==> src/rtl/core/assert_macros.svh <==
// assertion macros shared by the buffer cache rtl
`ifndef ASSERT_MACROS_SVH
`define ASSERT_MACROS_SVH

// property checked on every rising clock edge outside reset
`define ASSERT_CLK(label, clk, rst, prop) \
   label: assert property (@(posedge clk) disable iff (rst) (prop)) \
      else $error("assertion failed");

// condition that must never hold outside reset
`define ASSERT_NEVER(label, clk, rst, cond) \
   label: assert property (@(posedge clk) disable iff (rst) !(cond)) \
      else $error("forbidden condition seen");

`endif

==> src/rtl/core/bbc_pkg.sv <==
// package with constants, codes and types of the buffer cache tag engine
package bbc_pkg;

   localparam int SLOTS = 30;
   localparam int SlotW = (SLOTS > 1) ? $clog2(SLOTS) : 1;

   localparam logic [7:0] COUNT_MAX = 8'hFF;

   localparam logic [1:0] OP_READ    = 2'd0;
   localparam logic [1:0] OP_PIN     = 2'd1;
   localparam logic [1:0] OP_RELEASE = 2'd2;

   localparam logic [1:0] STAT_DONE   = 2'd0;
   localparam logic [1:0] STAT_MISS   = 2'd1;
   localparam logic [1:0] STAT_NOFREE = 2'd2;
   localparam logic [1:0] STAT_ERROR  = 2'd3;

   typedef struct packed {
      logic        used;
      logic [7:0]  device;
      logic [31:0] block_number;
      logic        valid;
      logic [7:0]  count;
      logic [31:0] stamp;
   } entry_type;

   typedef struct packed {
      logic             match_found;
      logic [SlotW-1:0] match_idx;
      logic             free_found;
      logic [SlotW-1:0] free_idx;
   } scan_result_type;

   typedef enum logic [2:0] {
      S_IDLE   = 3'b001,
      S_SCAN   = 3'b010,
      S_FINISH = 3'b100
   } state_type;

endpackage

==> src/rtl/core/bbc_slot_store.sv <==
// per-slot tag, count and timestamp registers with one read and one write port
module bbc_slot_store
   import bbc_pkg::*;
(
   input  logic             clock,
   input  logic             reset,
   input  logic [SlotW-1:0] rd_idx,
   output entry_type        rd_entry,
   input  logic             wr_en,
   input  logic [SlotW-1:0] wr_idx,
   input  entry_type        wr_entry
);

   logic        used_ff   [SLOTS];
   logic [7:0]  device_ff [SLOTS];
   logic [31:0] block_ff  [SLOTS];
   logic        valid_ff  [SLOTS];
   logic [7:0]  count_ff  [SLOTS];
   logic [31:0] stamp_ff  [SLOTS];

   always_ff @(posedge clock) begin
      if (reset) begin
         for (int i = 0; i < SLOTS; i++) begin
            used_ff[i]  <= 1'b0;
            valid_ff[i] <= 1'b0;
            count_ff[i] <= 8'd0;
            stamp_ff[i] <= 32'd0;
         end
      end else if (wr_en) begin
         used_ff[wr_idx]  <= wr_entry.used;
         valid_ff[wr_idx] <= wr_entry.valid;
         count_ff[wr_idx] <= wr_entry.count;
         stamp_ff[wr_idx] <= wr_entry.stamp;
      end
   end

   always_ff @(posedge clock) begin
      if (wr_en) begin
         device_ff[wr_idx] <= wr_entry.device;
         block_ff[wr_idx]  <= wr_entry.block_number;
      end
   end

   always_comb begin
      rd_entry.used         = used_ff[rd_idx];
      rd_entry.device       = device_ff[rd_idx];
      rd_entry.block_number = block_ff[rd_idx];
      rd_entry.valid        = valid_ff[rd_idx];
      rd_entry.count        = count_ff[rd_idx];
      rd_entry.stamp        = stamp_ff[rd_idx];
   end

endmodule

==> src/rtl/core/bbc_scan_unit.sv <==
// shared compare unit: tag match and oldest free slot, one slot per cycle
`include "assert_macros.svh"
module bbc_scan_unit
   import bbc_pkg::*;
(
   input  logic             clock,
   input  logic             reset,
   input  logic             start,
   input  logic             step,
   input  logic [SlotW-1:0] idx,
   input  entry_type        entry,
   input  logic [7:0]       key_device,
   input  logic [31:0]      key_block,
   output logic             hit,
   output scan_result_type  result
);

   logic             match_found_ff, match_found_in;
   logic [SlotW-1:0] match_idx_ff, match_idx_in;
   logic             free_found_ff, free_found_in;
   logic [SlotW-1:0] free_idx_ff, free_idx_in;
   logic [31:0]      free_stamp_ff, free_stamp_in;
   logic             better_free;

   assign hit = step && entry.used && (entry.device == key_device)
                && (entry.block_number == key_block);

   assign better_free = (entry.count == 8'd0)
                        && (!free_found_ff || (entry.stamp < free_stamp_ff));

   always_comb begin
      match_found_in = match_found_ff;
      match_idx_in   = match_idx_ff;
      free_found_in  = free_found_ff;
      free_idx_in    = free_idx_ff;
      free_stamp_in  = free_stamp_ff;
      if (start) begin
         match_found_in = 1'b0;
         free_found_in  = 1'b0;
      end else if (step) begin
         if (hit) begin
            match_found_in = 1'b1;
            match_idx_in   = idx;
         end
         if (better_free) begin
            free_found_in = 1'b1;
            free_idx_in   = idx;
            free_stamp_in = entry.stamp;
         end
      end
   end

   always_ff @(posedge clock) begin
      if (reset) begin
         match_found_ff <= 1'b0;
         free_found_ff  <= 1'b0;
      end else begin
         match_found_ff <= match_found_in;
         free_found_ff  <= free_found_in;
      end
   end

   always_ff @(posedge clock) begin
      match_idx_ff  <= match_idx_in;
      free_idx_ff   <= free_idx_in;
      free_stamp_ff <= free_stamp_in;
   end

   assign result.match_found = match_found_ff;
   assign result.match_idx   = match_idx_ff;
   assign result.free_found  = free_found_ff;
   assign result.free_idx    = free_idx_ff;

   `ASSERT_NEVER(a_no_start_and_step, clock, reset, start && step)
   `ASSERT_CLK(a_free_only_on_zero, clock, reset,
      $rose(free_found_ff) |-> $past(entry.count == 8'd0))

endmodule

==> src/rtl/core/block_buffer_cache_lru_core.sv <==
// top level of the buffer cache tag engine: sequencer, clock and result register
// usage:
//   req channel carries one request word: operation in req_tuser, device,
//   block number and slot in req_tdata. rsp channel returns exactly one
//   result word per request: status in rsp_tuser, slot, read flag and
//   reference count in rsp_tdata.
//   a read request walks the slots one per cycle through a shared compare
//   unit, stopping early on a tag match, and then enters the finishing step,
//   which loads the result register.
//   pin, release and unknown requests go straight to the finishing step.
//   req_tready is high only while the sequencer is idle, so one request is
//   in flight at a time; the next request can be taken in the cycle after
//   the result is loaded.
//   a new request may be taken while the previous result still waits in
//   the output register.
//   if the receiver stalls, the finished request holds in its last step
//   until the output register is free; no state changes before that.
//   reset empties every slot, clears counts, stamps and the use clock.
`include "assert_macros.svh"
module block_buffer_cache_lru_core
   import bbc_pkg::*;
(
   input  logic        clock,
   input  logic        reset,
   input  logic        req_tvalid,
   output logic        req_tready,
   input  logic [47:0] req_tdata,  // device[7:0], block_number[39:8], slot[45:40], zero pad
   input  logic [1:0]  req_tuser,  // operation[1:0]
   output logic        rsp_tvalid,
   input  logic        rsp_tready,
   output logic [15:0] rsp_tdata,  // result_slot[5:0], needs_read[6], ref_count[14:7], zero pad
   output logic [1:0]  rsp_tuser   // status[1:0]
);

   localparam logic [6:0]       SlotsLimit = 7'(SLOTS);
   localparam logic [SlotW-1:0] LastIdx    = SlotW'(SLOTS - 1);

   state_type        state_ff, state_in;
   logic [1:0]       op_ff, op_in;
   logic [7:0]       device_ff, device_in;
   logic [31:0]      block_ff, block_in;
   logic [5:0]       slot_ff, slot_in;
   logic [SlotW-1:0] scan_idx_ff, scan_idx_in;
   logic [31:0]      use_clock_ff, use_clock_in;
   logic             rsp_valid_ff, rsp_valid_in;
   logic [5:0]       rsp_slot_ff, rsp_slot_in;
   logic [1:0]       rsp_status_ff, rsp_status_in;
   logic             rsp_read_ff, rsp_read_in;
   logic [7:0]       rsp_count_ff, rsp_count_in;

   logic             accept;
   logic             out_free;
   logic             fin_go;
   logic             scan_start;
   logic             scan_step;
   logic             scan_hit;
   scan_result_type  scan_res;
   logic [SlotW-1:0] rd_idx;
   entry_type        rd_entry;
   logic             wr_en;
   logic             fin_write;
   entry_type        wr_entry;
   logic             bump_clock;
   logic             in_range;
   logic [5:0]       res_slot;
   logic [1:0]       res_status;
   logic             res_read;
   logic [7:0]       res_count;

   assign req_tready = (state_ff == S_IDLE);
   assign accept     = req_tvalid && req_tready;
   assign out_free   = !rsp_valid_ff || rsp_tready;
   assign fin_go     = (state_ff == S_FINISH) && out_free;
   assign scan_start = accept;
   assign scan_step  = (state_ff == S_SCAN);
   assign in_range   = ({1'b0, slot_ff} < SlotsLimit);

   always_comb begin
      if (state_ff == S_SCAN) begin
         rd_idx = scan_idx_ff;
      end else if (op_ff == OP_READ) begin
         rd_idx = scan_res.match_found ? scan_res.match_idx : scan_res.free_idx;
      end else begin
         rd_idx = slot_ff[SlotW-1:0];
      end
   end

   bbc_slot_store u_store (
      .clock    (clock),
      .reset    (reset),
      .rd_idx   (rd_idx),
      .rd_entry (rd_entry),
      .wr_en    (wr_en),
      .wr_idx   (rd_idx),
      .wr_entry (wr_entry)
   );

   bbc_scan_unit u_scan (
      .clock      (clock),
      .reset      (reset),
      .start      (scan_start),
      .step       (scan_step),
      .idx        (scan_idx_ff),
      .entry      (rd_entry),
      .key_device (device_ff),
      .key_block  (block_ff),
      .hit        (scan_hit),
      .result     (scan_res)
   );

   // result and slot update of the finishing step
   always_comb begin
      wr_entry   = rd_entry;
      fin_write  = 1'b0;
      bump_clock = 1'b0;
      res_slot   = 6'(rd_idx);
      res_status = STAT_DONE;
      res_read   = 1'b0;
      res_count  = 8'd0;
      case (op_ff)
         OP_READ: begin
            if (scan_res.match_found) begin
               if (rd_entry.count == COUNT_MAX) begin
                  res_status = STAT_ERROR;
                  res_count  = COUNT_MAX;
               end else begin
                  wr_entry.count = rd_entry.count + 8'd1;
                  wr_entry.valid = 1'b1;
                  fin_write      = 1'b1;
                  res_read       = !rd_entry.valid;
                  res_count      = rd_entry.count + 8'd1;
               end
            end else if (scan_res.free_found) begin
               wr_entry.used         = 1'b1;
               wr_entry.device       = device_ff;
               wr_entry.block_number = block_ff;
               wr_entry.valid        = 1'b1;
               wr_entry.count        = 8'd1;
               wr_entry.stamp        = use_clock_ff;
               fin_write             = 1'b1;
               bump_clock            = 1'b1;
               res_status            = STAT_MISS;
               res_read              = 1'b1;
               res_count             = 8'd1;
            end else begin
               res_slot   = 6'd0;
               res_status = STAT_NOFREE;
            end
         end
         OP_PIN: begin
            if (!in_range) begin
               res_slot   = slot_ff;
               res_status = STAT_ERROR;
            end else if (rd_entry.count == COUNT_MAX) begin
               res_status = STAT_ERROR;
               res_count  = COUNT_MAX;
            end else begin
               wr_entry.count = rd_entry.count + 8'd1;
               fin_write      = 1'b1;
               res_count      = rd_entry.count + 8'd1;
            end
         end
         OP_RELEASE: begin
            if (!in_range) begin
               res_slot   = slot_ff;
               res_status = STAT_ERROR;
            end else if (rd_entry.count == 8'd0) begin
               res_status = STAT_ERROR;
            end else begin
               wr_entry.count = rd_entry.count - 8'd1;
               fin_write      = 1'b1;
               res_count      = rd_entry.count - 8'd1;
               if (rd_entry.count == 8'd1) begin
                  wr_entry.stamp = use_clock_ff;
                  bump_clock     = 1'b1;
               end
            end
         end
         default: begin
            res_slot   = 6'd0;
            res_status = STAT_ERROR;
         end
      endcase
   end

   assign wr_en = fin_go && fin_write;

   always_comb begin
      state_in     = state_ff;
      op_in        = op_ff;
      device_in    = device_ff;
      block_in     = block_ff;
      slot_in      = slot_ff;
      scan_idx_in  = scan_idx_ff;
      use_clock_in = use_clock_ff;
      rsp_valid_in = rsp_valid_ff && !rsp_tready;
      rsp_slot_in   = rsp_slot_ff;
      rsp_status_in = rsp_status_ff;
      rsp_read_in   = rsp_read_ff;
      rsp_count_in  = rsp_count_ff;
      case (state_ff)
         S_IDLE: begin
            if (accept) begin
               op_in       = req_tuser;
               device_in   = req_tdata[7:0];
               block_in    = req_tdata[39:8];
               slot_in     = req_tdata[45:40];
               scan_idx_in = '0;
               state_in    = (req_tuser == OP_READ) ? S_SCAN : S_FINISH;
            end
         end
         S_SCAN: begin
            if (scan_hit || (scan_idx_ff == LastIdx)) begin
               state_in = S_FINISH;
            end else begin
               scan_idx_in = scan_idx_ff + SlotW'(1);
            end
         end
         S_FINISH: begin
            if (out_free) begin
               rsp_valid_in  = 1'b1;
               rsp_slot_in   = res_slot;
               rsp_status_in = res_status;
               rsp_read_in   = res_read;
               rsp_count_in  = res_count;
               if (bump_clock) begin
                  use_clock_in = use_clock_ff + 32'd1;
               end
               state_in = S_IDLE;
            end
         end
         default: begin
            state_in = S_IDLE;
         end
      endcase
   end

   always_ff @(posedge clock) begin
      if (reset) begin
         state_ff     <= S_IDLE;
         use_clock_ff <= 32'd0;
         rsp_valid_ff <= 1'b0;
      end else begin
         state_ff     <= state_in;
         use_clock_ff <= use_clock_in;
         rsp_valid_ff <= rsp_valid_in;
      end
   end

   always_ff @(posedge clock) begin
      op_ff         <= op_in;
      device_ff     <= device_in;
      block_ff      <= block_in;
      slot_ff       <= slot_in;
      scan_idx_ff   <= scan_idx_in;
      rsp_slot_ff   <= rsp_slot_in;
      rsp_status_ff <= rsp_status_in;
      rsp_read_ff   <= rsp_read_in;
      rsp_count_ff  <= rsp_count_in;
   end

   assign rsp_tvalid = rsp_valid_ff;
   assign rsp_tuser  = rsp_status_ff;
   assign rsp_tdata  = {1'b0, rsp_count_ff, rsp_read_ff, rsp_slot_ff};

   `ASSERT_CLK(a_result_from_finish, clock, reset,
      $rose(rsp_valid_ff) |-> $past(state_ff == S_FINISH))
   `ASSERT_CLK(a_clock_steps_by_one, clock, reset,
      ($past(!reset) && (use_clock_ff != $past(use_clock_ff)))
         |-> (use_clock_ff == $past(use_clock_ff) + 32'd1))
   `ASSERT_CLK(a_write_only_when_done, clock, reset,
      wr_en |-> ((state_ff == S_FINISH) && out_free))

endmodule
==> config.mk <==
export PLATFORM = sky130hd
export DESIGN_NAME = block_buffer_cache_lru_core
export DESIGN_NICKNAME = d
export VERILOG_FILES = /design/src/rtl/core/bbc_pkg.sv /design/src/rtl/core/bbc_slot_store.sv /design/src/rtl/core/bbc_scan_unit.sv /design/src/rtl/core/block_buffer_cache_lru_core.sv
export VERILOG_INCLUDE_DIRS = /design/src /design/src/rtl/core
export SDC_FILE = /design/constraint.sdc
export NUM_CORES = 2
export LEC_CHECK = 0
export BUFFER_PORTS_ARGS = -buffer_cell sky130_fd_sc_hd__clkbuf_2
export CAP_MARGIN = 20
export CORE_MARGIN = 2
export CORE_UTILIZATION = 55
export CTS_CLUSTER_DIAMETER = 60
export DETAILED_ROUTE_END_ITERATION = 6
export MAX_ROUTING_LAYER = met4
export PLACE_DENSITY_LB_ADDON = 0.3
export SLEW_MARGIN = 10
export SYNTH_ARGS = -nofsm -noshare
export SYNTH_HDL_FRONTEND = slang
export SYNTH_HIERARCHICAL = 1
export SYNTH_SLANG_ARGS = --single-unit
==> constraint.sdc <==
create_clock -name clock -period 10.35 [get_ports clock]
set_input_delay 0.5175 -clock clock [delete_from_list [all_inputs] [get_ports clock]]
set_output_delay 0.5175 -clock clock [all_outputs]
set_load 0.01 [all_outputs]
After elaboration in Yosys (flattened, before gate mapping):

Memories as Yosys holds them, arrays and structs flattened.
Cells that the tools add are included.
Widths: inputs -> output; s select.

* flip-flop bits (word level): 150
* bits in writable memories: 2460
* input port bits: 54
* output and inout port bits: 20
* logic and storage cells: 154
* memories: 6

* add/subtract/negate cells: 4
* $lt $le $gt $ge: 2
* equal/unequal tests: 14
* muxes and demuxes: 76
* bitwise logic cells: 1
* reduce and logical (&&, ||, !) cells: 34

Memory list
* u_store.block_ff: depth 30, width 32, read ports 1, clocked after memory_dff 0, wr ports 1, RTL line bbc_slot_store.sv:16 `logic [31:0] block_ff [SLOTS];`
* u_store.stamp_ff: depth 30, width 32, read ports 1, clocked after memory_dff 0, wr ports 30, RTL line bbc_slot_store.sv:19 `logic [31:0] stamp_ff [SLOTS];`
* u_store.count_ff: depth 30, width 8, read ports 1, clocked after memory_dff 0, wr ports 30, RTL line bbc_slot_store.sv:18 `logic [7:0] count_ff [SLOTS];`
* u_store.device_ff: depth 30, width 8, read ports 1, clocked after memory_dff 0, wr ports 1, RTL line bbc_slot_store.sv:15 `logic [7:0] device_ff [SLOTS];`
* u_store.used_ff: depth 30, width 1, read ports 1, clocked after memory_dff 0, wr ports 30, RTL line bbc_slot_store.sv:14 `logic used_ff [SLOTS];`
* u_store.valid_ff: depth 30, width 1, read ports 1, clocked after memory_dff 0, wr ports 30, RTL line bbc_slot_store.sv:17 `logic valid_ff [SLOTS];`

Operators with widths (number)
* $mux 32: 3
* $mux 82: 1
* $mux 40: 2
* $mux 8: 8
* $pmux 32 s2: 1
* $mux 5: 11
* $pmux 8 s3: 2
* $mux 42: 1
* $mux 41: 1
* $add 32x1->32 const B: 1
* $eq 32x32->1: 1
* $lt 32x32->1: 1
* $reduce_or 32->1: 1
* $mux 1: 27
* $mux 9: 2
* $reduce_and 3->1: 5
* $mux 2: 6
* $mux 3: 4
* $pmux 6 s2: 1
* $pmux 5 s2: 1
* $pmux 3 s3: 1
* $add 8x1->8 const B: 1
* $eq 8x1->1 const B: 1
* $eq 8x8->1: 1
* other kinds (27): 47

Logic depth before layout (Yosys ltp):

An unclocked memory read counts as a cell.

* depth in word-level cells: 14
* mapped depth: 27
* mapped depth without buffers: 19

By module:

The synthesis kept the hierarchy.

By module, submodules not included
* bbc_slot_store: instances 1, cells an instance 6109, area an instance 106014.2 um^2, sequential area each 76393.3 um^2
* block_buffer_cache_lru_core: instances 1, cells an instance 699, area an instance 6167.2 um^2, sequential area each 2822.7 um^2
* bbc_scan_unit: instances 1, cells an instance 218, area an instance 2600.0 um^2, sequential area each 1301.2 um^2

Least setup slack after synthesis:

OpenSTA, ideal clock, no wires.

* kind: register to register
* from: reg op_ff[0]
* to: mem u_store.count_ff[27][0], enable pin
* setup time: 0.381 ns
* arrival: 7.348 ns
* required time: 9.969 ns
* slack: 2.621 ns
* stages on the path, launching flop included: 24
* path buffers: 6
* period minus slack after synthesis: 7.729 ns
* cell sequence: edfxtp_1 inv_1 ha_1 clkbuf_1 clkbuf_1 nor2_1 a211oi_1 a21o_1 buf_4 buf_2 clkbuf_1 mux4_2 a22oi_1 nand3_1 ha_1 and3_1 and2_1 clkbuf_1 a22oi_1 nor2_1 nor3_1 nand3_1 nor2_1 or2_2

RTL lines
* start, declared: RTL line block_buffer_cache_lru_core.sv:39 `logic [1:0] op_ff, op_in;`
* start signal, assigned: RTL line block_buffer_cache_lru_core.sv:251 `op_ff <= op_in;`
* end, declared: RTL line bbc_slot_store.sv:18

==> metrics.md <==
| Metric | Value |
|---|---|
| Status | `completed` |
| Final Skew | `roughly 56 ps` |
| Worst slew pin tran | `~1200 ps` |
| Vias/cell | `about 6.5` |
| P_int | `19.7 mW` |
| Most frequent cells in the layout | `edfxtp_1 (2,656), and2_1 (1,272), mux2i_1 (531), mux4_2 (371), a22oi_1 (304)` |
| RSZ-0062 raised after global routing | `false` |
| Clock Sinks | `2,694` |
| Final-report setup violation count | `0` |
| Post-layout util | `~60%` |
| Post-Place Setup Slack | `~1700 ps` |
| Root Buffer | `clkbuf_16` |
| Mux cell area share after synthesis | `roughly 12%` |
| Slew Limit Fails | `0` |
| # rows | `between 150 and 200` |
| Input/output buffers | `70` |
| Final hold vios | `0` |
| CP endpoint kind | `flop` |
| P_sw | `roughly 7.5 mW` |
| Mapped Avg Cell Area | `16.3 µm²` |
| Leak Pwr | `approximately 45 nW` |
| Post-Syn Nets | `between 7,000 and 8,000` |
| Core Region | `around 210,000 µm²` |
| CTS clk-pin slew, worst paths | `roughly 60 ps` |
| Maximum fanout along the worst path | `47` |
| Global-route wire length before repair | `approximately 460,000 µm` |
| Residual DRC | `0` |
| Fmax achieved | `around 110 MHz` |
| Clock buffer count from CTS | `~290` |
| Routed Antenna Nets | `0` |
| Tot GR Track Use | `a little under a third` |
| Simple-gate share of the synthesized area | `around a tenth` |
| Hpwl dp | `177,000 µm` |
| Largest family of logic cells by synthesized area | `multiplexers` |
| Tmin final | `just under 9000 ps` |
| Placed Area | `approximately 120,000 µm²` |
| Setup ws final | `approximately 1500 ps` |
| Tcrit/Tclk final | `85.4%` |
| Commonest non-fill, non-tap cell in the layout | `edfxtp_1` |
| DIE AREA | `around 210,000 µm²` |
| Initial drt markers | `about 9,400` |
| Post-synthesis cell type count | `74` |
| Max Cap Viol | `0` |
| Mapped Area | `approximately 110,000 µm²` |
| Starting Density | `between 50% and 60%` |
| Fillers | `between 10,000 and 15,000` |
| Initial antenna violation count | `16` |
| Worst path required time | `roughly 11,000 ps` |
| Hold buffers post-CTS | `49` |
| Drt total wl | `321,000 µm` |
| Share of layout cells above drive strength 1 | `between 10% and 20%` |
| Sw Ratio | `between 20 and 30%` |
| Hold Crit Class | `input pin to flop` |
| Die height | `approximately 460 µm` |
| # IOs | `74` |
| Vias in the first global route | `65,100` |
| Top_reg_cell synth | `edfxtp_1` |
| TritonRoute pass-1 iters | `6` |
| Largest net degree at the start of global routing | `97` |
| Fraction of the mapped netlist area in adder cells | `less than 1%` |
| Gr ovfl total | `0` |
| DR WL/cell | `around 32 µm` |
| Compound-gate portion of the synthesized area | `approximately 4.6%` |
| CTS tree | `yes` |
| Reg power frac | `between 40 and 50%` |
| Warnings from Yosys | `6` |
| Cells after Synth | `around 7,000` |
| Worst skew pair latency | `roughly 940 ps` |
| Die X | `around 460 µm` |
| Post-synth ARST share | `0%` |
| Clock share of power | `between 30% and 40%` |
| Setup TNS | `0 ps` |
| Xor and xnor fraction of the mapped netlist area | `0.366%` |
| Critical Path AT | `9600 ps` |
| Final Power | `~27 mW` |
| Max-slew headroom | `19.4%` |
| Layout area overhead | `11.5%` |
| Post-cts gate resize count | `0` |
| Post-synth EDFFs | `2,656` |
| CP Class | `flop to flop` |
| Post-CTS setup buffers | `0` |
| Routability cong. | `around 0.89` |
| CTS Buffer Depth | `4` |
| Number of synthesized register bits | `~2,700` |
| DR vias | `around 66,000` |
| Comb power frac | `between 15 and 20%` |
| H-tree levels | `5` |
| Post-layout nets | `roughly 7,200` |
| Startpoint types | `flop` |
| Pwr Density | `between 200 and 250 nW/µm²` |
| Sequential area share after synthesis | `a little over two thirds` |
| VDD IR max | `between 0.00015 and 0.0002 V` |
| Fin area | `between 100,000 and 150,000 µm²` |
## critical path: stages (launching register included)
cell and delay (ps):
edfxtp_1 420, inv_1 100, ha_1 660, nor2_1 140, a211oi_1 290, a21o_4 580, buf_12 420, mux4_2 560
a22o_1 250, a221oi_1 450, nand3_1 790, and4_1 560, and2_1 270, a22oi_1 230, nor2_1 100, nor3_1 140
buf_4 200, nor2b_1 280, nand3_1 660, nor2_4 890, buf_4 390, and2_1 170
## kinds of logic after synthesis
group	Yosys count
and+or+nand+nor	1971
muxes	913
adders and majority gates	44
xor gates and xnor gates	48
buffers and inverters	615
DFF	2694
other	1
AOI/OAI and AO/OA	740
## sequential cells by signal, summed over array words and instances, names as in the netlist, 3 cells and up
| signal | flops |
|---|---|
| block_ff | 32 |
| device_ff | 8 |
| rsp_count_ff | 8 |
| rsp_slot_ff | 6 |
| scan_idx_ff | 5 |
| slot_ff | 6 |
| state_ff | 3 |
| u_scan/free_idx_ff | 5 |
| u_scan/free_stamp_ff | 32 |
| u_scan/match_idx_ff | 5 |
| u_store/block_ff | 960 |
| u_store/count_ff | 256 |
| u_store/device_ff | 240 |
| u_store/stamp_ff | 1024 |
| u_store/used_ff | 32 |
| u_store/valid_ff | 32 |
| use_clock_ff | 32 |
## through the flow
step	hold WS (ps)	instances
2_1_floorplan	452	7026
3_3_place_gp	476	9538
3_5_place_dp	487	9541
4_1_cts	79.9	10100
5_1_grt	100	10100
6_report	96.9	10100
## layer usage
metal | up-vias | wire length [µm] | global-route usage, %
met4 | 0 | 15300 | 13.0
met3 | 854 | 33100 | 5.34
li1 | 27200 | - | -
met1 | 33900 | 119000 | 40.3
met2 | 4040 | 154000 | 48.6
met5 | - | 0 | -
## Yosys cell counts (6+ instances only)
master	instances	share of area, %
nand4_1	45	0.25
nand2b_1	16	0.087
o21ai_1	7	0.031
xor2_1	44	0.34
or3_1	7	0.038
a31oi_1	41	0.22
buf_6	20	0.20
o31ai_1	29	0.19
inv_1	57	0.19
clkbuf_1	362	1.2
buf_8	6	0.078
and3_1	11	0.060
edfxtp_1	2656	69
nor4_1	13	0.071
a21oi_1	111	0.48
mux2i_1	531	4.6
nand2_1	185	0.60
and2_1	1274	6.9
nand3_1	175	0.76
buf_2	114	0.50
a32oi_1	8	0.061
a21o_1	16	0.10
a221oi_1	17	0.13
ha_1	44	0.48
or2_2	33	0.18
o22ai_1	10	0.055
o21ai_0	55	0.24
mux4_2	371	7.3
a22oi_1	304	2.0
nor2_1	119	0.39
or4_1	28	0.18
dfxtp_1	38	0.66
nor3_1	15	0.065
o221ai_1	11	0.084
a211oi_1	13	0.085
nor2b_1	21	0.11
buf_4	35	0.23
a22o_1	80	0.61
mux2_2	10	0.098
o22a_1	9	0.069
buf_1	21	0.069
## worst paths after layout
check	startpoint	end	slack, ps	depth (start not counted)
hold reg to reg	use_clock_ff[13]	use_clock_ff[13]	500	2
hold / removal	rsp_tready	rsp_tvalid	100	3
setup reg to reg	op_ff[0]	u_store/stamp_ff[3][28]	1510	21
setup / recovery	op_ff[0]	u_store/stamp_ff[3][28]	1510	21
## power by group through the flow
stage	logic, mW	registers [mW]	clock network, mW
finish	4.68	13.0	9.52
global route	4.92	13.0	10.0
CTS	4.55	13.0	9.60
detailed placement	4.52	13.2	0
global placement	4.39	13.2	0
floorplan	3.00	13.1	0
## area by class of cell
type	instances	area (µm²)	share of cell area [%]
multi-input cells	3717	32200	25.1
diodes	2	5.00	0.00391
clock buffers	364	7640	5.97
clock inverters	121	837	0.654
inverters	57	214	0.167
well taps	2788	3490	2.73
repair buffers	341	3150	2.46
flip-flops and latches	2694	80500	62.9
Note: power is estimated with default switching activity, not from simulation.
